<file path="src/rtl/pem_pkg.sv">
// shared types, constants and helpers for the prewitt edge magnitude block
// no dependencies
`default_nettype none
package pem_pkg;

    localparam int MAX_WIDTH    = 1024;
    localparam int COL_W        = $clog2(MAX_WIDTH);
    localparam int HEIGHT_LIMIT = 4096;
    localparam int ROW_W        = $clog2(HEIGHT_LIMIT);
    localparam int PIX_W        = 8;
    localparam int FW_W         = 11;
    localparam int FH_W         = 13;
    localparam int CFG_W        = 13;
    localparam int GRAD_W       = 11;
    localparam int SQ_W         = 20;
    localparam int SUM_W        = 21;
    localparam int QDEPTH       = 8;
    localparam int QPTR_W       = $clog2(QDEPTH);
    localparam int QCNT_W       = QPTR_W + 1;

    localparam logic [FW_W-1:0] WIDTH_RESET  = FW_W'(640);
    localparam logic [FH_W-1:0] HEIGHT_RESET = FH_W'(480);

    // first trial bit of each half of the square root
    localparam logic [16:0] ROOT_BIT_HI = 17'h04000;
    localparam logic [16:0] ROOT_BIT_LO = 17'h00040;

    typedef enum logic [0:0] {
        REG_FRAME_WIDTH  = 1'b0,
        REG_FRAME_HEIGHT = 1'b1
    } t_reg_idx;

    // result kinds carried by one queue item, in emission order
    localparam int EMIT_INNER   = 0;
    localparam int EMIT_ROW_END = 1;
    localparam int EMIT_BORDER  = 2;

    typedef struct packed {
        logic [PIX_W-1:0] val;
        logic [ROW_W-1:0] row;
        logic [COL_W-1:0] col;
        logic [2:0]       emit;
        logic             last;
    } t_item;

    typedef struct packed {
        logic                     valid;
        logic signed [GRAD_W-1:0] gx;
        logic signed [GRAD_W-1:0] gy;
        logic [ROW_W-1:0]         row;
        logic [COL_W-1:0]         col;
        logic [2:0]               emit;
        logic                     interior;
        logic                     last;
    } t_grad;

    // partial state of the digit-by-digit square root
    typedef struct packed {
        logic [16:0] rem;
        logic [16:0] res;
    } t_root;

    // four digits of the square root of a 16-bit value
    function automatic t_root sqrt_steps(input t_root s, input logic [16:0] start);
        t_root       o;
        logic [16:0] bitv;
        o    = s;
        bitv = start;
        for (int i = 0; i < 4; i++) begin
            if (o.rem >= o.res + bitv) begin
                o.rem = o.rem - (o.res + bitv);
                o.res = (o.res >> 1) + bitv;
            end else begin
                o.res = o.res >> 1;
            end
            bitv = bitv >> 2;
        end
        return o;
    endfunction

endpackage
`default_nettype wire

</file>
<file path="src/rtl/pem_back.sv">
// result emitter: expands each queued item into its results, one per request
// depends on pem_pkg
`default_nettype none
module pem_back (
    input  wire logic           i_clk,
    input  wire logic           i_rst_n,
    input  wire logic           i_q_valid,
    input  wire pem_pkg::t_item i_head,
    output logic                o_pop,
    output logic                o_tvalid,
    input  wire logic           i_tready,
    output logic [31:0]         o_tdata,
    output logic                o_tlast
);
    import pem_pkg::*;

    logic [2:0]       r_done;
    logic             r_ov;
    logic [PIX_W-1:0] r_val;
    logic [ROW_W-1:0] r_row;
    logic [COL_W-1:0] r_col;
    logic             r_last;
    logic             out_free, load;
    logic [2:0]       pend, pick;
    logic [PIX_W-1:0] n_val;
    logic [ROW_W-1:0] n_row;
    logic [COL_W-1:0] n_col;
    logic             n_last;

    assign out_free = !r_ov || i_tready;
    assign pend     = i_head.emit & ~r_done;
    assign load     = out_free && i_q_valid;
    assign o_pop    = load && ((pend & ~pick) == '0);

    always_comb begin
        pick   = '0;
        n_val  = '0;
        n_row  = i_head.row;
        n_col  = i_head.col;
        n_last = 1'b0;
        priority if (pend[EMIT_INNER]) begin
            pick[EMIT_INNER] = 1'b1;
            n_val = i_head.val;
            n_row = i_head.row - ROW_W'(1);
            n_col = i_head.col - COL_W'(1);
        end else if (pend[EMIT_ROW_END]) begin
            pick[EMIT_ROW_END] = 1'b1;
            n_row = i_head.row - ROW_W'(1);
        end else if (pend[EMIT_BORDER]) begin
            pick[EMIT_BORDER] = 1'b1;
            n_last = i_head.last;
        end else begin
            pick = '0;
        end
    end

    always_ff @(posedge i_clk) begin
        if (!i_rst_n) begin
            r_ov   <= 1'b0;
            r_done <= '0;
        end else begin
            if (load) begin
                r_ov   <= 1'b1;
                r_done <= o_pop ? 3'b000 : (r_done | pick);
            end else if (i_tready) begin
                r_ov <= 1'b0;
            end
        end
        if (load) begin
            r_val  <= n_val;
            r_row  <= n_row;
            r_col  <= n_col;
            r_last <= n_last;
        end
    end

    assign o_tvalid = r_ov;
    assign o_tdata  = {2'b00, r_col, r_row, r_val};
    assign o_tlast  = r_last;
endmodule
`default_nettype wire

</file>
<file path="config.mk">
export PLATFORM = sky130hd
export DESIGN_NAME = pem_back
export DESIGN_NICKNAME = d
export VERILOG_FILES = /design/src/rtl/pem_pkg.sv /design/src/rtl/pem_back.sv
export SDC_FILE = /design/constraint.sdc
export NUM_CORES = 1
export LEC_CHECK = 0
export ABC_CLOCK_PERIOD_IN_PS = 4900
export BUFFER_PORTS_ARGS = -buffer_cell sky130_fd_sc_hd__buf_2
export CAP_MARGIN = 20
export CORE_MARGIN = 4
export CORE_UTILIZATION = 25
export DETAILED_ROUTE_END_ITERATION = 16
export GPL_TIMING_DRIVEN = 0
export PLACE_DENSITY = 0.56
export SETUP_SLACK_MARGIN = 0.02
export SLEW_MARGIN = 15
export SYNTH_ARGS = -nofsm -noshare
export SYNTH_HDL_FRONTEND = slang
export SYNTH_SLANG_ARGS = --single-unit
</file>
<file path="constraint.sdc">
create_clock -name i_clk -period 4.9 [get_ports i_clk]
set_input_delay 0.49 -clock i_clk [delete_from_list [all_inputs] [get_ports i_clk]]
set_output_delay 0.49 -clock i_clk [all_outputs]
set_load 0.1 [all_outputs]
</file>
==> impl_metrics.yaml <==
run_status:
  status: "completed"
synthesis:
  synth_top_cell_by_area: "edfxtp_1"
  synth_common_cells: "edfxtp_1, xnor2_1, nor2_1"
  ys.flop_type: "edfxtp_1"
  synth_top_area_frac: 0.572
  synth_most_common_cell: "edfxtp_1"
  synthDistinctLibCells: 32
  ys_ff_latch: 35
  synthTopCellsByArea: "edfxtp_1, xnor2_1, dfxtp_1, and2_1, xor2_1"
  synth_top_family_by_area: "simple AND/OR/NAND/NOR gates"
  yosysSeqAreaShare: 0.622
  synth_edf_count: 31
  syn_area_per_cell_um2: 12.4
  synthesis.area_um2: 1630
  synthAdderAreaFrac: 0.0154
  ys_warn_count: 0
  synthMuxAreaShare: 0
  syn_inst: 131
  synth_compound_area_frac: 0.0531
  synth_simple_gate_area_frac: 0.175
  synthArstFlopShare: 0
  synth-xor-area-share: 0.102
clocking:
  clk_pin_slew_ps: 70
  cts-root-buf: "clkbuf_8"
  cts_hold_buf: 0
  cts_buffers: 5
  cts_tree: "yes"
  ctsResizeCount: 0
  htree_levels: 2
  clk_latency_ps: 280
  cts.sinks: 35
  post-cts-setup-buffers: 0
  clockBufferDepth: 2
timing:
  fin_hold_ws_ps: 461
  relSlewSlack: 0.519
  tightest_slew_ps: 721
  fin_crit_ps: 2320
  rsz0062_at_grt: "false"
  post-route-period-util: 0.474
  finalSetupTns_ps: 0
  hold_violations: 0
  skew_ps: 2.86
  max_clock_freq_mhz: 431
  finalSetupViolCount: 0
  setup_ws_ps: 2580
  drv_slew: 0
global_routing:
  grt.total_usage: 0.0965
  antenna_found_initial: 0
  grt_util_met1: 0.111
  grt.busiest_layer: "met2"
  grt_use_met3: 0.0391
  gr-total-overflow: 0
  grt_pass1_vias: 1217
  grt_max_degree: 35
  use_met2: 0.162
  grt_first_pass_wirelength_mm: 5.66
floorplanning:
  rows: 29
  dieWidth_um: 88.7
  die_area_um2: 7860
  die-height_um: 88.7
  coreArea_um2: 6350
  io-pin-count: 73
  start_util: 0.256
cells_and_area:
  nNetsFinal: 249
  drive_above_1_share: 0.395
  areaGrowthSynthToFinish_pct: 32.7
  num_antenna_cells: 0
  layout.cells.non_filler: 287
run:
  maxCapViolCount: 0
critical_path:
  crit_arrival_ps: 1830
  cp_max_fo: 9
  worstSetupEndpointType: "output port"
  ff2ff_setup_slack_ps: 3310
  worst-setup-path-type: "reg -> out"
  start_kind: "register"
  required_ps: 4410
pwr:
  ir_drop_uv: 121
  p_per_area_nw_per_um2: 360
  leakagePower_nw: 0.915
detailed_routing:
  ant_nets: 0
  wl_per_cell_um: 12.7
  first_pass_iters: 4
  routed_wirelength_mm: 3.63
  drc: 0
  viasPerCell: 4.21
  drtIter0Drc: 15
  vias: 1207
place:
  placedCellCount: 279
  hpwl_mm: 2.77
  io_buffers: 70
  post-place-ws_ps: 2650
  routabilityCongestion: 0.742
hold_path:
  hp-class: "in -> reg"
kinds of logic (layout without fill, tap and decap cells):
group | Yosys count | after routing
and+or+nand+nor | 50 | 50
buffers and inverters | 11 | 89
other | 1 | 2
AOI/OAI and AO/OA | 13 | 13
DFF | 35 | 35
xor gates and xnor gates | 19 | 19
adders and majority gates | 2 | 2
worst max-delay path, cell delays in order (launching register included):
cell	delay, ps
dfxtp_1	370
nand2b_1	110
buf_2	200
nand2_1	230
a21oi_1	200
buf_2	440
power breakdown:
group | internal, mW | switching [mW]
logic | 0.0408 | 0.183
registers | 0.348 | 0.00448
clock network | 0.0998 | 0.102
total | 0.489 | 0.289
metrics by stage:
step                      power, mW  utilization  cell area [um^2]
after floorplan               0.539            -              1630
after global placement        0.584        0.327              2080
after detailed placement      0.585        0.327              2080
after CTS                     0.793        0.340              2160
after global routing          0.822        0.340              2160
final                         0.778        0.340              2160
registers in the layout, indices dropped and copies added, names as in the netlist:
| register | count |
|---|---|
| o_tlast | 1 |
| o_tvalid | 1 |
| r_col | 10 |
| r_done | 3 |
| r_row | 12 |
| r_val | 8 |
metal layers:
layer	share of wire	vias up
li1	-	613
met3	0.082	4
met2	0.49	39
met5	0	-
met1	0.42	551
met4	0.0099	0
path summary, 6_finish.rpt:
| path | depth (start not counted) | from | endpoint |
|---|---|---|---|
| max reg2reg | 5 | o_tvalid | r_done[2] |
| min | 3 | i_q_valid | o_tvalid |
| min reg2reg | 2 | r_done[1] | r_done[1] |
| max | 5 | r_done[0] | o_pop |
area by class of cell:
cell class	instances	area (um^2)
fill	657	4190
sequential	35	1010
multi-input combinational	86	569
timing repair buffer	70	350
tap	77	96.3
clock buffer	7	76.3
inverter	7	26.3
buffer	4	23.8
clock inverter	1	5.00
cell usage in the layout, fill, tap and decap left out, drive strengths merged, types with 5 or more instances in the layout:
master	count
and2	8
buf	73
clkbuf	8
edfxtp	31
inv	7
nand2	8
nand3	5
nor2	9
o21ai	5
xnor2	14
xor2	5
Power figures use the tool's default switching activity.
