===== config.mk =====
export PLATFORM = sky130hd
export DESIGN_NAME = pem_queue
export DESIGN_NICKNAME = d
export VERILOG_FILES = /design/src/rtl/pem_pkg.sv /design/src/rtl/pem_queue.sv
export SDC_FILE = /design/constraint.sdc
export NUM_CORES = 1
export LEC_CHECK = 0
export ABC_AREA = 1
export BUFFER_PORTS_ARGS = -buffer_cell sky130_fd_sc_hd__buf_2
export CAP_MARGIN = 20
export CORE_MARGIN = 5
export CORE_UTILIZATION = 50
export DETAILED_ROUTE_END_ITERATION = 8
export PLACE_DENSITY = 0.7
export SLEW_MARGIN = 20
export SYNTH_ARGS = -nofsm -noshare
export SYNTH_HDL_FRONTEND = slang
export SYNTH_SLANG_ARGS = --single-unit

===== constraint.sdc =====
create_clock -name i_clk -period 2.9 [get_ports i_clk]
set_clock_uncertainty 0.05 [all_clocks]
set_input_delay 0.725 -clock i_clk [delete_from_list [all_inputs] [get_ports i_clk]]
set_output_delay 0.725 -clock i_clk [all_outputs]
set_load 0.005 [all_outputs]

===== src/rtl/pem_pkg.sv =====
// shared types, constants and helpers for the prewitt edge magnitude block
// no dependencies
`default_nettype none
package pem_pkg;

    localparam int MAX_WIDTH    = 1024;
    localparam int COL_W        = $clog2(MAX_WIDTH);
    localparam int HEIGHT_LIMIT = 4096;
    localparam int ROW_W        = $clog2(HEIGHT_LIMIT);
    localparam int PIX_W        = 8;
    localparam int FW_W         = 11;
    localparam int FH_W         = 13;
    localparam int CFG_W        = 13;
    localparam int GRAD_W       = 11;
    localparam int SQ_W         = 20;
    localparam int SUM_W        = 21;
    localparam int QDEPTH       = 8;
    localparam int QPTR_W       = $clog2(QDEPTH);
    localparam int QCNT_W       = QPTR_W + 1;

    localparam logic [FW_W-1:0] WIDTH_RESET  = FW_W'(640);
    localparam logic [FH_W-1:0] HEIGHT_RESET = FH_W'(480);

    // first trial bit of each half of the square root
    localparam logic [16:0] ROOT_BIT_HI = 17'h04000;
    localparam logic [16:0] ROOT_BIT_LO = 17'h00040;

    typedef enum logic [0:0] {
        REG_FRAME_WIDTH  = 1'b0,
        REG_FRAME_HEIGHT = 1'b1
    } t_reg_idx;

    // result kinds carried by one queue item, in emission order
    localparam int EMIT_INNER   = 0;
    localparam int EMIT_ROW_END = 1;
    localparam int EMIT_BORDER  = 2;

    typedef struct packed {
        logic [PIX_W-1:0] val;
        logic [ROW_W-1:0] row;
        logic [COL_W-1:0] col;
        logic [2:0]       emit;
        logic             last;
    } t_item;

    typedef struct packed {
        logic                     valid;
        logic signed [GRAD_W-1:0] gx;
        logic signed [GRAD_W-1:0] gy;
        logic [ROW_W-1:0]         row;
        logic [COL_W-1:0]         col;
        logic [2:0]               emit;
        logic                     interior;
        logic                     last;
    } t_grad;

    // partial state of the digit-by-digit square root
    typedef struct packed {
        logic [16:0] rem;
        logic [16:0] res;
    } t_root;

    // four digits of the square root of a 16-bit value
    function automatic t_root sqrt_steps(input t_root s, input logic [16:0] start);
        t_root       o;
        logic [16:0] bitv;
        o    = s;
        bitv = start;
        for (int i = 0; i < 4; i++) begin
            if (o.rem >= o.res + bitv) begin
                o.rem = o.rem - (o.res + bitv);
                o.res = (o.res >> 1) + bitv;
            end else begin
                o.res = o.res >> 1;
            end
            bitv = bitv >> 2;
        end
        return o;
    endfunction

endpackage
`default_nettype wire


===== src/rtl/pem_queue.sv =====
// short flop-based fifo between the gradient pipeline and the result emitter
// depends on pem_pkg
`default_nettype none
module pem_queue (
    input  wire logic                     i_clk,
    input  wire logic                     i_rst_n,
    input  wire logic                     i_push,
    input  wire pem_pkg::t_item           i_item,
    input  wire logic                     i_pop,
    output logic                          o_valid,
    output pem_pkg::t_item                o_head,
    output logic [pem_pkg::QCNT_W-1:0]    o_count
);
    import pem_pkg::*;

    t_item             r_mem [QDEPTH];
    logic [QPTR_W-1:0] r_wr, r_rd;
    logic [QCNT_W-1:0] r_count;

    always_ff @(posedge i_clk) begin
        if (!i_rst_n) begin
            r_wr    <= '0;
            r_rd    <= '0;
            r_count <= '0;
        end else begin
            if (i_push) begin
                r_wr <= r_wr + QPTR_W'(1);
            end
            if (i_pop) begin
                r_rd <= r_rd + QPTR_W'(1);
            end
            r_count <= r_count + QCNT_W'(i_push) - QCNT_W'(i_pop);
        end
        if (i_push) begin
            r_mem[r_wr] <= i_item;
        end
    end

    assign o_valid = r_count != '0;
    assign o_head  = r_mem[r_rd];
    assign o_count = r_count;
endmodule
`default_nettype wire


==> results by group <==
Yosys
  – Mapped cell area: 12400 sq um
  – Register area share after synthesis: 67.9%
  – Syn nets: 1301
  – Flops & latches, synth: 285
  – Cells after Synth: 1255
  – Post-synth cell types: 19
  – Synth warn: 0
  – Synthesized area per cell: 9.88 sq um

STA
  – Max frequency: 364 MHz
  – RSZ-0062 raised after global routing: no
  – Final WS setup: 0.154 ns
  – Worst-margin pin slew: 0.506 ns
  – Max-slew violations: 0
  – Minimum clock period: 2.75 ns
  – Final Cycle Share: 94.7%
  – Final hold vios: 0
  – Relative slew slack: 66.3%
  – Setup violators final: 0

Power and ir drop
  – Leakage power: 0.00662 uW
  – Overall Power: 9510 uW
  – Peak supply drop: 578 uV
  – Pwr dens: 664 nW/um^2

Detailed routing
  – Initial DRC Count: 464
  – Residual DRC: 0
  – Routed vias: 8059
  – Vias per cell: 4.79
  – Routed WL per cell: 15.1 microns
  – DRT Pass-1 Iters: 5
  – Routed Antenna Nets: 0
  – Routed Wire Length: 25.4 mm

Finish
  – Nets: 1383
  – Share of cells above drive strength 1: 11.8%
  – N_diodes: 0
  – Final core utilization: 58.7%
  – Layout area overhead: 15.4%
  – Final Non-Filler Cells: 1683

Clocking
  – # clock sinks: 285
  – Cts hold-fix bufs: 0
  – CTS tree: done
  – Reg clk slew, reported paths: 0.06 ns
  – H-tree depth: 1
  – CTS Buf Count: 29
  – Worst-Skew Late Latency: 0.53 ns
  – CTS Root Cell: clkbuf_16
  – CTS max path bufs: 3
  – Post-CTS Setup Inserts: 0
  – Post-CTS sizing: 0

Floorplanning
  – Core Area: 24400 sq um
  – Total Die Area: 28100 sq um
  – Initial core utilization: 50.9%
  – Die extent in x: 168 microns
  – I/O pin count: 77
  – Die Height: 168 microns
  – FP Rows: 57

Worst setup path
  – Reg-to-reg endpoint: o_count[2]$_SDFF_PN0_
  – Worst Path Required: 2.12 ns
  – RR Startpoint: o_count[0]$_SDFF_PN0_
  – Crit end category: output port
  – R2R Setup Slk: 1.20 ns
  – R2R cell count: 8
  – Arrival time worst endpoint: 1.97 ns
  – WS Path Type: reg -> out
  – CP Launch Type: register
  – Worst Path Max Fanout: 86

Placed design
  – HPWL reported at the end of detailed placement: 14.4 mm
  – Port buffer count: 76
  – Pre-CTS setup slack: 0.622 ns
  – GP Congestion: 0.733
  – Placed instance count: 1630

Global route
  – Grt ovf: 0
  – Global-route wire length before repair: 40.4 mm
  – Largest net degree at the start of global routing: 87
  – Initial antenna violation count: 2
  – Vias in the first global route: 7938
  – GRT Overall Usage: 17.8%

Min path
  – Worst Hold Depth: 1
  – Hold Path Class: in -> reg
  – Hold path start: i_item[32]
  – Hold Path End: r_mem[2][32]$_DFFE_PP_

Outcome
  – Status: finished, final reports clean

Run
  – Max-Cap Viols: 0
-- registers in the layout, indices dropped and copies added, names as in the netlist, named ones only --
signal   cells
o_count      4
r_mem      272
r_rd         3
r_wr         3
-- stage by stage --
step           setup TNS [ns]  area [sq um]  hold WS (ns)
2_1_floorplan          -14.49         12400         0.419
3_3_place_gp                0         13300         0.443
3_5_place_dp                0         13300         0.447
4_1_cts                     0         14300         0.376
5_1_grt                     0         14300         0.404
6_report                    0         14300         0.400
-- logic make-up (layout without fill, tap and decap cells) --
group | after synthesis | in the layout | synth area share [%]
adder cells (fa/ha/maj) | 8 | 8 | 0.867
AO/OA/AOI/OAI | 11 | 11 | 0.444
flip-flops | 285 | 285 | 67.9
buffers and inverters | 341 | 445 | 10.8
AND/OR/NAND/NOR | 609 | 609 | 19.9
XOR/XNOR | 1 | 1 | 0.0706
-- worst max-delay path: stages, from the launching register on --
cell	delay, ns
dfxtp_4	0.51
buf_16	0.34
nand2_1	0.11
nand3_1	0.09
nand2_1	0.05
nand2_1	0.05
nand2_1	0.08
buf_2	0.14
-- worst max path at each step --
| stage | startpoint | end | slack [ns] | depth (start not counted) |
|---|---|---|---|---|
| 5_1_grt | register | o_head[21] | 0.004 | 7 |
| 3_5_place_dp | i_push | r_mem[6][17]$_DFFE_PP_ | 0.62 | 5 |
| 2_1_floorplan | i_push | r_mem[0][0]$_DFFE_PP_ | -0.11 | 3 |
| 3_3_place_gp | i_push | r_mem[6][29]$_DFFE_PP_ | 0.66 | 5 |
| 4_1_cts | register | o_head[2] | 0.10 | 7 |
| 6_report | register | o_head[22] | 0.15 | 7 |
-- cell usage in the layout (no fill, tap or decap) --
master / n
clkbuf_16: 29
o21ai_0: 4
buf_12: 8
dfxtp_1: 10
inv_2: 1
dfxtp_4: 1
clkinv_2: 7
nand2_1: 454
inv_6: 1
clkinv_1: 7
buf_4: 16
nor2_1: 6
clkbuf_1: 3
inv_1: 287
clkinvlp_4: 1
buf_2: 76
nand3_1: 139
bufinv_16: 6
or2_2: 2
a21oi_1: 7
ha_1: 7
xnor2_1: 1
fa_1: 1
buf_6: 1
dfxtp_2: 2
inv_4: 1
edfxtp_1: 272
buf_16: 1
nor2_4: 8
-- cell usage after synthesis, drive strengths merged --
| library cell | n | share of area (%) |
|---|---|---|
| nor2 | 14 | 0.42 |
| a21oi | 7 | 0.28 |
| clkbuf | 20 | 0.61 |
| fa | 1 | 0.16 |
| edfxtp | 272 | 66 |
| or2 | 2 | 0.10 |
| inv | 289 | 8.7 |
| dfxtp | 13 | 2.1 |
| buf | 31 | 1.4 |
| nand3 | 139 | 5.6 |
| xnor2 | 1 | 0.071 |
| o21ai | 4 | 0.16 |
| ha | 7 | 0.71 |
| nand2 | 454 | 14 |
| clkinv | 1 | 0.030 |
-- layer usage --
metal / up-vias / track usage (%) / wire length [microns]
met3: 38 / 2.83 / 1350
met2: 221 / 30.8 / 12600
met5: - / 0 / 23
li1: 4057 / - / -
met4: 4 / 4.55 / 370
met1: 3739 / 23.7 / 11100
-- power by group --
group | switching, uW | leakage, uW | internal [uW]
registers | 45.7 | 0.00258 | 4620
clock network | 1480 | 0.000487 | 2360
logic | 649 | 0.00355 | 356
total | 2170 | 0.00662 | 7340
-- cell type report --
class	count	area, sq um
clock inverters	21	254
flip-flops and latches	285	8430
fillers	2001	10100
inverters	290	1090
clock buffers	32	737
well taps	324	405
multi-input cells	629	2700
repair buffers	102	699
(Power assumes the default switching activity.)
