## config.mk

```make
export PLATFORM = sky130hd
export DESIGN_NAME = pem_mag
export DESIGN_NICKNAME = d
export VERILOG_FILES = /design/src/rtl/pem_pkg.sv /design/src/rtl/pem_mag.sv
export SDC_FILE = /design/constraint.sdc
export NUM_CORES = 1
export LEC_CHECK = 0
export BUFFER_PORTS_ARGS = -buffer_cell sky130_fd_sc_hd__buf_2
export CAP_MARGIN = 20
export CORE_ASPECT_RATIO = 0.6
export CORE_UTILIZATION = 54
export CTS_BUF_LIST = sky130_fd_sc_hd__clkbuf_16
export DETAILED_ROUTE_END_ITERATION = 10
export PLACE_DENSITY = 0.73
export SETUP_SLACK_MARGIN = 0.4
export SLEW_MARGIN = 20
export SYNTH_ARGS = -nofsm -noshare
export SYNTH_HDL_FRONTEND = slang
export SYNTH_SLANG_ARGS = --single-unit
```

## constraint.sdc

```tcl
create_clock -name i_clk -period 10 [get_ports i_clk]
set_clock_uncertainty 0.1 [all_clocks]
set_input_delay 0 -clock i_clk [delete_from_list [all_inputs] [get_ports i_clk]]
set_output_delay 0 -clock i_clk [all_outputs]
set_load 0.01 [all_outputs]
```

## src/rtl/pem_pkg.sv

```systemverilog
// shared types, constants and helpers for the prewitt edge magnitude block
// no dependencies
`default_nettype none
package pem_pkg;

    localparam int MAX_WIDTH    = 1024;
    localparam int COL_W        = $clog2(MAX_WIDTH);
    localparam int HEIGHT_LIMIT = 4096;
    localparam int ROW_W        = $clog2(HEIGHT_LIMIT);
    localparam int PIX_W        = 8;
    localparam int FW_W         = 11;
    localparam int FH_W         = 13;
    localparam int CFG_W        = 13;
    localparam int GRAD_W       = 11;
    localparam int SQ_W         = 20;
    localparam int SUM_W        = 21;
    localparam int QDEPTH       = 8;
    localparam int QPTR_W       = $clog2(QDEPTH);
    localparam int QCNT_W       = QPTR_W + 1;

    localparam logic [FW_W-1:0] WIDTH_RESET  = FW_W'(640);
    localparam logic [FH_W-1:0] HEIGHT_RESET = FH_W'(480);

    // first trial bit of each half of the square root
    localparam logic [16:0] ROOT_BIT_HI = 17'h04000;
    localparam logic [16:0] ROOT_BIT_LO = 17'h00040;

    typedef enum logic [0:0] {
        REG_FRAME_WIDTH  = 1'b0,
        REG_FRAME_HEIGHT = 1'b1
    } t_reg_idx;

    // result kinds carried by one queue item, in emission order
    localparam int EMIT_INNER   = 0;
    localparam int EMIT_ROW_END = 1;
    localparam int EMIT_BORDER  = 2;

    typedef struct packed {
        logic [PIX_W-1:0] val;
        logic [ROW_W-1:0] row;
        logic [COL_W-1:0] col;
        logic [2:0]       emit;
        logic             last;
    } t_item;

    typedef struct packed {
        logic                     valid;
        logic signed [GRAD_W-1:0] gx;
        logic signed [GRAD_W-1:0] gy;
        logic [ROW_W-1:0]         row;
        logic [COL_W-1:0]         col;
        logic [2:0]               emit;
        logic                     interior;
        logic                     last;
    } t_grad;

    // partial state of the digit-by-digit square root
    typedef struct packed {
        logic [16:0] rem;
        logic [16:0] res;
    } t_root;

    // four digits of the square root of a 16-bit value
    function automatic t_root sqrt_steps(input t_root s, input logic [16:0] start);
        t_root       o;
        logic [16:0] bitv;
        o    = s;
        bitv = start;
        for (int i = 0; i < 4; i++) begin
            if (o.rem >= o.res + bitv) begin
                o.rem = o.rem - (o.res + bitv);
                o.res = (o.res >> 1) + bitv;
            end else begin
                o.res = o.res >> 1;
            end
            bitv = bitv >> 2;
        end
        return o;
    endfunction

endpackage
`default_nettype wire

```

## src/rtl/pem_mag.sv

```systemverilog
// magnitude pipeline: squares, then clamped integer square root over two stages
// depends on pem_pkg
`default_nettype none
module pem_mag (
    input  wire logic           i_clk,
    input  wire logic           i_rst_n,
    input  wire pem_pkg::t_grad i_grad,
    output logic [2:0]          o_busy,
    output logic                o_push,
    output pem_pkg::t_item      o_item
);
    import pem_pkg::*;

    logic              r_s_valid;
    logic [SQ_W-1:0]   r_sqx, r_sqy;
    logic [ROW_W-1:0]  r_s_row;
    logic [COL_W-1:0]  r_s_col;
    logic [2:0]        r_s_emit;
    logic              r_s_interior;
    logic              r_s_last;
    logic              r_h_valid;
    t_root             r_h_root;
    logic              r_h_sat;
    logic [ROW_W-1:0]  r_h_row;
    logic [COL_W-1:0]  r_h_col;
    logic [2:0]        r_h_emit;
    logic              r_h_interior;
    logic              r_h_last;
    logic signed [2*GRAD_W-1:0] prod_x, prod_y;
    logic [SUM_W-1:0]  sum;
    t_root             root_in, root_hi, root_lo;
    logic [PIX_W-1:0]  root;
    t_item             r_item;
    logic              r_push;

    assign prod_x = i_grad.gx * i_grad.gx;
    assign prod_y = i_grad.gy * i_grad.gy;

    always_ff @(posedge i_clk) begin
        if (!i_rst_n) begin
            r_s_valid <= 1'b0;
            r_h_valid <= 1'b0;
            r_push    <= 1'b0;
        end else begin
            r_s_valid <= i_grad.valid;
            r_h_valid <= r_s_valid;
            r_push    <= r_h_valid;
        end
        r_sqx        <= prod_x[SQ_W-1:0];
        r_sqy        <= prod_y[SQ_W-1:0];
        r_s_row      <= i_grad.row;
        r_s_col      <= i_grad.col;
        r_s_emit     <= i_grad.emit;
        r_s_interior <= i_grad.interior;
        r_s_last     <= i_grad.last;
    end

    assign sum = SUM_W'(r_sqx) + SUM_W'(r_sqy);

    always_comb begin
        root_in.rem = {1'b0, sum[15:0]};
        root_in.res = '0;
    end

    assign root_hi = sqrt_steps(root_in, ROOT_BIT_HI);

    always_ff @(posedge i_clk) begin
        // anything from 256 squared up clamps to full scale
        r_h_sat      <= sum[SUM_W-1:16] != '0;
        r_h_root     <= root_hi;
        r_h_row      <= r_s_row;
        r_h_col      <= r_s_col;
        r_h_emit     <= r_s_emit;
        r_h_interior <= r_s_interior;
        r_h_last     <= r_s_last;
    end

    assign root_lo = sqrt_steps(r_h_root, ROOT_BIT_LO);
    assign root    = r_h_sat ? 8'hFF : root_lo.res[7:0];

    always_ff @(posedge i_clk) begin
        r_item.val  <= r_h_interior ? root : '0;
        r_item.row  <= r_h_row;
        r_item.col  <= r_h_col;
        r_item.emit <= r_h_emit;
        r_item.last <= r_h_last;
    end

    assign o_busy = {r_push, r_h_valid, r_s_valid};
    assign o_push = r_push;
    assign o_item = r_item;
endmodule
`default_nettype wire

```

==> impl_metrics.env, run 1 <==
export IMPL_boundaryPins=90
export IMPL_yosysWarnings=0
export IMPL_avgSynthCellArea_um2=9.56
export IMPL_start_kind="register"
export IMPL_ys_flop_type="dfxtp_1"
export IMPL_worstSetupPathType="register to register"
export IMPL_clk_pin_slew_ps=80
export IMPL_clock_path_buffers=2
export IMPL_yosys_cell_types_count=86
export IMPL_yosys_area_top_type="fa_1"
export IMPL_area_growth_syn_to_layout_pct=11.3
export IMPL_cts_tree="yes"
export IMPL_globalplace_congestion=0.896
export IMPL_numPortBuffers=89
export IMPL_min_period_ps=8940
export IMPL_startpoint="r_h_root[11]"
export IMPL_r2r_start="r_h_root[11]"
export IMPL_cp_data_required_time_ps=10220
export IMPL_vias=10261
export IMPL_die_h_um=129
export IMPL_fin_area_mm2=0.0160
export IMPL_post_dp_hpwl_um=24400
export IMPL_ys_top_cells_by_area="fa_1 27%, dfxtp_1 21%, ha_1 13%"
export IMPL_multi_input_area_mm2=0.0102
export IMPL_setup_viol=0
export IMPL_drv_slew=0
export IMPL_drc_errors=0
export IMPL_row_count=45
export IMPL_path_max_fanout=22
export IMPL_max_stage_delay_ps=620
export IMPL_num_nets_final=1998
export IMPL_cts_inserted_buffers=17
export IMPL_synth_top_cell_area_share_pct=26.6
export IMPL_wirelength_um=29900
export IMPL_grt_overflow=0
export IMPL_rsz0062_at_grt="no"
export IMPL_worstPathArrival_ps=9160
export IMPL_setup_tns_ps=0
export IMPL_clock_latency_ps=430
export IMPL_fill_cells=2156
export IMPL_yosysMostFrequentCell="inv_1"
export IMPL_holdCritPathClass="primary input to register"
export IMPL_post_route_period_util_pct=89.4
export IMPL_core_area_mm2=0.0257
export IMPL_cp_num_buf_inv=3
export IMPL_wl_per_cell_um=15.2
export IMPL_grt_pass1_wl_um=51000
export IMPL_cts_root_buf="clkbuf_16"
export IMPL_fp_dieArea_mm2=0.0274
export IMPL_initial_core_util_pct=56.1
export IMPL_seq_area_mm2=0.00302
export IMPL_synth_area_mm2=0.0144
export IMPL_synth_seq_area_share_pct=21.0
export IMPL_critPathTopFamily="compound AO/OA/AOI/OAI gates"
export IMPL_max_cap_viol_count=0
export IMPL_fmax_mhz=112
export IMPL_grt_max_degree=23
export IMPL_slowest_stage="or4b_4"
export IMPL_finalHoldViolCount=0
export IMPL_first_pass_iters=6
export IMPL_synthTopCellsByCount="258 x inv_1, 192 x fa_1, 151 x dfxtp_1"
export IMPL_postCtsSetupBuffers=0
export IMPL_min_from="i_grad[19]"
export IMPL_synth_enable_flop_cells=0
export IMPL_critPathCaptureType="register"
export IMPL_synthCells=1509
export IMPL_drive_gt1_share_pct=10.1
export IMPL_postRouteAntennaNets=0
export IMPL_drt_iter0_markers=696
export IMPL_clock_sinks=151
export IMPL_tightest_slew_ps=858
export IMPL_grt_pass1_vias=10285
export IMPL_htreeDepth=4
export IMPL_grt_use_total_pct=23.5
export IMPL_timing_slew_headroom_pct=42.8
export IMPL_antenna_found_initial=0
export IMPL_syn_nets=1901
export IMPL_die_w_um=213
export IMPL_status="complete, no violations"
export IMPL_synthArstFlopShare_pct=0
export IMPL_vias_per_cell=5.20
export IMPL_synth_seq_cells=151
export IMPL_dpl_cell_area_mm2=0.0151
## path summary, 6_finish.rpt
check / end / slack, ps / cells after the start
worst min-delay path: r_s_row[4] / 100 / 2
worst max register to register: o_item[26] / 1060 / 33
worst max-delay path: o_item[26] / 1060 / 33
worst min register to register: o_item[5] / 230 / 0
## final cells by class
class / count / area share [%]
diodes: 1 / 0.0156
repair buffers: 123 / 4.90
multi-input cells: 1055 / 63.8
clock inverters: 15 / 1.01
inverters: 258 / 6.03
flip-flops and latches: 151 / 18.8
clock buffers: 17 / 2.65
well taps: 352 / 2.74
## what timing repair did
action,4_1_cts,5_1_grt
gates resized for setup,0,3
hold endpoints to repair,34,0
setup endpoints to repair,0,1
hold buffers,34,0
## flip-flops by register name, indices dropped and copies added, names as in the netlist, 3 cells and up
register and count:
r_s_row 12, r_s_emit 3, r_h_col 10, r_h_emit 3, r_sqy 19, o_item 34, r_sqx 19, r_h_row 12
r_s_col 10, r_h_root 21
## metrics by stage
step,util (%),hold WS (ps),cells,worst slack [ps]
3_3_place_gp,58.7,2.94,1905,963
6_report,62.4,96.6,1972,1060
2_1_floorplan,-,-72.3,1509,2350
4_1_cts,62.3,85.0,1971,810
3_5_place_dp,58.7,3.65,1905,828
5_1_grt,62.4,89.4,1971,436
## placed cells by master, fill, tap and decap left out, types with 60 or more instances in the layout
cell	Yosys	routed
xnor2_1	60	60
dfxtp_1	151	151
nand2_1	89	89
and2_1	84	84
nor2_1	82	82
fa_1	192	192
a21oi_1	61	61
buf_2	2	89
inv_1	258	258
ha_1	148	148
## worst reg2reg max path: cells and delay by family, from the launching register on
family | cells | cell delay [ps]
AO/OA/AOI/OAI | 14 | 3510
AND/OR/NAND/NOR | 12 | 2630
adder cells (fa/ha/maj) | 4 | 1480
buffers and inverters | 3 | 790
flip-flops | 1 | 340
## logic make-up (layout without fill, tap and decap cells)
logic type / count (synthesis) / in the layout / synth area share [%]
AND/OR/NAND/NOR: 388 / 388 / 14.1
multiplexers: 20 / 20 / 1.60
flip-flops: 151 / 151 / 21.0
adder cells (fa/ha/maj): 340 / 340 / 39.5
XOR/XNOR: 84 / 84 / 5.10
buffers and inverters: 303 / 413 / 8.14
other: 0 / 1 / 0
AO/OA/AOI/OAI: 223 / 223 / 10.6
## layer usage
| layer | vias up | track usage (%) | part of all wire [%] |
|---|---|---|---|
| li1 | 5058 | - | - |
| met1 | 4933 | 36.6 | 51 |
| met2 | 251 | 33.8 | 42 |
| met3 | 19 | 4.95 | 6.6 |
| met4 | 0 | 3.85 | 0.72 |
| met5 | - | 0 | 0 |
Power of run 1 is not shown: default switching activity piles up to over one toggle a cycle in this logic, so the estimate is an artifact.
==> run 2: changes to the inputs <==
- PLACE_DENSITY: 0.73 -> 0.81
==> impl_metrics.env, run 2 (synthesized netlist as in run 1, its figures left out) <==
export IMPL_finalHoldViolCount=0
export IMPL_clock_path_buffers=2
export IMPL_max_stage_delay_ps=600
export IMPL_die_h_um=129
export IMPL_clock_sinks=151
export IMPL_setup_tns_ps=0
export IMPL_start_kind="register"
export IMPL_vias=10494
export IMPL_clock_latency_ps=430
export IMPL_htreeDepth=4
export IMPL_grt_overflow=0
export IMPL_drive_gt1_share_pct=10.1
export IMPL_worstPathArrival_ps=9120
export IMPL_post_dp_hpwl_um=24500
export IMPL_core_area_mm2=0.0257
export IMPL_post_route_period_util_pct=89.0
export IMPL_num_nets_final=1998
export IMPL_cts_tree="yes"
export IMPL_slowest_stage="or4b_4"
export IMPL_numPortBuffers=89
export IMPL_globalplace_congestion=0.934
export IMPL_die_w_um=213
export IMPL_worstSetupPathType="register to register"
export IMPL_wl_per_cell_um=15.9
export IMPL_min_period_ps=8900
export IMPL_cts_inserted_buffers=17
export IMPL_antenna_found_initial=0
export IMPL_grt_pass1_vias=10957
export IMPL_grt_pass1_wl_um=53200
export IMPL_final_cell_mix="259 x inv_1, 192 x fa_1, 151 x dfxtp_1"
export IMPL_tightest_slew_ps=870
export IMPL_grt_use_total_pct=24.6
export IMPL_area_growth_syn_to_layout_pct=11.3
export IMPL_wirelength_um=31200
export IMPL_timing_slew_headroom_pct=42.0
export IMPL_max_cap_viol_count=0
export IMPL_rsz0062_at_grt="no"
export IMPL_initial_core_util_pct=56.1
export IMPL_setup_viol=0
export IMPL_postCtsSetupBuffers=0
export IMPL_drt_iter0_markers=820
export IMPL_status="complete, no violations"
export IMPL_layout_commonest_cell="inv_1"
export IMPL_clk_pin_slew_ps=70
export IMPL_fill_cells=2098
export IMPL_grt_max_degree=23
export IMPL_fp_dieArea_mm2=0.0274
export IMPL_drc_errors=0
export IMPL_critPathCaptureType="register"
export IMPL_path_max_fanout=22
export IMPL_crit_top_cell="ha_1"
export IMPL_postRouteAntennaNets=0
export IMPL_diodes=0
export IMPL_boundaryPins=90
export IMPL_largest_register_ffs=34
export IMPL_cts_root_buf="clkbuf_16"
export IMPL_fmax_mhz=112
export IMPL_drv_slew=0
export IMPL_holdCritPathClass="primary input to register"
export IMPL_vias_per_cell=5.32
export IMPL_row_count=45
export IMPL_cp_data_required_time_ps=10220
export IMPL_first_pass_iters=5
-- run 2: changes by cell type in the layout (fill, tap and decap cells not counted) --
| cell | before | now |
|---|---|---|
| clkinv_4 | 0 | 2 |
| clkinv_8 | 4 | 2 |
| bufinv_16 | 0 | 1 |
| clkinv_1 | 1 | 0 |
| diode_2 | 1 | 0 |
| inv_1 | 258 | 259 |
| inv_8 | 4 | 3 |
| o211ai_2 | 1 | 0 |
| o211ai_4 | 0 | 1 |
-- run 2: metal layers --
layer / wire length [um] / vias up / track usage (%)
met4: 237 / 0 / 4.87
li1: - / 5064 / -
met1: 15200 / 5122 / 35.9
met3: 1570 / 25 / 4.10
met2: 14300 / 283 / 38.7
met5: 0 / - / 0
-- run 2: metrics by stage --
| stage | instances | setup WS (ps) | hold WS, ps | instance area, um2 | util (%) |
|---|---|---|---|---|---|
| 5_1_grt | 1971 | 565 | 86.2 | 16100 | 62.4 |
| 3_3_place_gp | 1905 | 852 | 2.49 | 15100 | 58.7 |
| 4_1_cts | 1971 | 670 | 81.9 | 16000 | 62.3 |
| 2_1_floorplan | 1509 | 2350 | -72.3 | 14400 | - |
| 3_5_place_dp | 1905 | 694 | 3.60 | 15100 | 58.7 |
| 6_report | 1971 | 1100 | 96.8 | 16100 | 62.4 |
-- run 2: worst paths after layout --
path,cells past startpoint,from,to,slack (ps)
worst max register to register,32,r_h_root[11],o_item[26],1100
worst min register to register,0,r_s_row[9],r_h_row[9],220
worst max-delay path,32,r_h_root[11],o_item[26],1100
worst min-delay path,2,i_grad[22],r_s_row[7],100
-- run 2: critical path, delay by kind of cell, from the launching register on --
kind,cells,cell delay [ps]
flip-flops,1,330
AO/OA/AOI/OAI,14,3600
adder cells (fa/ha/maj),4,1510
buffers and inverters,3,720
AND/OR/NAND/NOR,11,2530
-- run 2: final cells by class --
type	count	area (um2)	share of cell area, %
clock inverters	15	165	1.03
inverters	258	968	6.03
flip-flops and latches	151	3020	18.8
well taps	352	440	2.74
clock buffers	17	425	2.65
repair buffers	123	786	4.89
multi-input cells	1055	10300	63.8
-- run 2: repair_timing --
action	4_1_cts	5_1_grt
endpoints found under the hold margin	34	0
setup endpoints to repair	0	1
resized for setup	0	4
hold buffers	34	0
Power of run 2 is left out for the same reason.
==> run 3: changes to the inputs <==
- CORE_UTILIZATION: 54 -> 23
- PLACE_DENSITY: 0.81 -> 0.46
==> impl_metrics.env, run 3 (synthesized netlist as in run 1, its figures left out) <==
export IMPL_clock_sinks=151
export IMPL_post_route_period_util_pct=87.8
export IMPL_cts_tree="yes"
export IMPL_path_max_fanout=22
export IMPL_drc_errors=0
export IMPL_reg2reg_depth=33
export IMPL_hold_path_depth=2
export IMPL_max_cap_viol_count=0
export IMPL_wirelength_um=32600
export IMPL_initial_core_util_pct=23.5
export IMPL_clock_path_buffers=2
export IMPL_num_nets_final=1998
export IMPL_setup_tns_ps=0
export IMPL_first_pass_iters=5
export IMPL_final_cell_mix="258 x inv_1, 192 x fa_1, 151 x dfxtp_1"
export IMPL_rsz0062_at_grt="no"
export IMPL_die_w_um=325
export IMPL_postRouteAntennaNets=0
export IMPL_finalHoldViolCount=0
export IMPL_worstSetupPathType="register to register"
export IMPL_drt_iter0_markers=647
export IMPL_r2r_slack_ps=1220
export IMPL_antenna_found_initial=1
export IMPL_die_h_um=196
export IMPL_cts_inserted_buffers=17
export IMPL_tightest_slew_ps=904
export IMPL_setup_viol=0
export IMPL_max_stage_delay_ps=580
export IMPL_fmax_mhz=114
export IMPL_layout_commonest_cell="inv_1"
export IMPL_post_dp_hpwl_um=27400
export IMPL_grt_pass1_vias=10520
export IMPL_grt_use_total_pct=10.7
export IMPL_fp_dieArea_mm2=0.0638
export IMPL_drive_gt1_share_pct=10.1
export IMPL_cp_data_required_time_ps=10210
export IMPL_start_kind="register"
export IMPL_min_period_ps=8780
export IMPL_numPortBuffers=89
export IMPL_worstPathArrival_ps=8990
export IMPL_cts_root_buf="clkbuf_16"
export IMPL_grt_overflow=0
export IMPL_drv_slew=0
export IMPL_slowest_stage="or4b_4"
export IMPL_timing_rr_end="o_item[26]"
export IMPL_globalplace_congestion=0.855
export IMPL_critPathCaptureType="register"
export IMPL_timing_slew_headroom_pct=39.8
export IMPL_holdCritPathClass="primary input to register"
export IMPL_core_area_mm2=0.0615
export IMPL_wl_per_cell_um=13.3
export IMPL_area_growth_syn_to_layout_pct=15.6
export IMPL_largest_register_ffs=34
export IMPL_vias=10194
export IMPL_clock_latency_ps=440
export IMPL_holdPathEnd="r_s_row[9]"
export IMPL_vias_per_cell=4.16
export IMPL_r2r_start="r_h_root[11]"
export IMPL_grt_max_degree=23
export IMPL_clk_pin_slew_ps=80
export IMPL_grt_pass1_wl_um=54800
export IMPL_status="complete, no violations"
export IMPL_htreeDepth=4
export IMPL_min_from="i_grad[24]"
export IMPL_row_count=70
export IMPL_boundaryPins=90
==> run 3: worst max path at each step <==
| stage | end | start | depth (start not counted) |
|---|---|---|---|
| 6_report | o_item[26] | r_h_root[11] | 33 |
| 5_1_grt | o_item[26] | r_h_root[11] | 33 |
| 4_1_cts | o_item[26] | r_h_root[8] | 33 |
| 3_5_place_dp | o_item[26] | r_h_root[8] | 33 |
| 3_3_place_gp | o_item[26] | r_h_root[11] | 33 |
| 2_1_floorplan | o_item[26] | r_h_root[11] | 38 |
==> run 3: through the flow <==
| stage | utilization, % | cell area [um2] | hold slack (ps) | worst slack (ps) | cells |
|---|---|---|---|---|---|
| floorplan | - | 14400 | -72.3 | 2350 | 1509 |
| global placement | 25.5 | 15700 | 2.62 | 1240 | 2381 |
| detailed placement | 25.5 | 15700 | 3.60 | 1200 | 2381 |
| CTS | 27.1 | 16700 | 70.9 | 1180 | 2447 |
| global route | 27.1 | 16700 | 82.8 | 571 | 2447 |
| finish | 27.1 | 16700 | 96.6 | 1220 | 2448 |
==> run 3: layout make-up <==
| cell class | instances | area, um2 |
|---|---|---|
| antenna | 1 | 2.50 |
| clock buffer | 17 | 425 |
| clock inverter | 15 | 194 |
| fill | 6549 | 44800 |
| inverter | 258 | 968 |
| multi-input combinational | 1055 | 10200 |
| sequential | 151 | 3020 |
| tap | 828 | 1040 |
| timing repair buffer | 123 | 786 |
==> run 3: timing repair <==
item	4_1_cts	5_1_grt
hold buffers	34	0
gates resized for setup	0	1
setup buffers	0	0
setup endpoints to repair	0	1
endpoints found under the hold margin	34	0
==> run 3: routing by layer <==
metal / share of wire, % / vias up / routed length (um) / GRT usage (%)
met3: 3.7 / 27 / 1210 / 1.85
met2: 39 / 161 / 12700 / 14.7
met5: 0 / - / 0 / 0
met4: 0.90 / 0 / 293 / 2.03
met1: 57 / 4966 / 18400 / 17.0
li1: - / 5040 / - / -
==> run 3: worst max-delay path: cells and delay by family (launching register included) <==
kind | cells | cell delay (ps)
AOI/OAI and AO/OA | 14 | 3260
and+or+nand+nor | 12 | 2680
adders and majority gates | 4 | 1490
buffers and inverters | 3 | 780
DFF | 1 | 330
Power of run 3 is left out for the same reason.
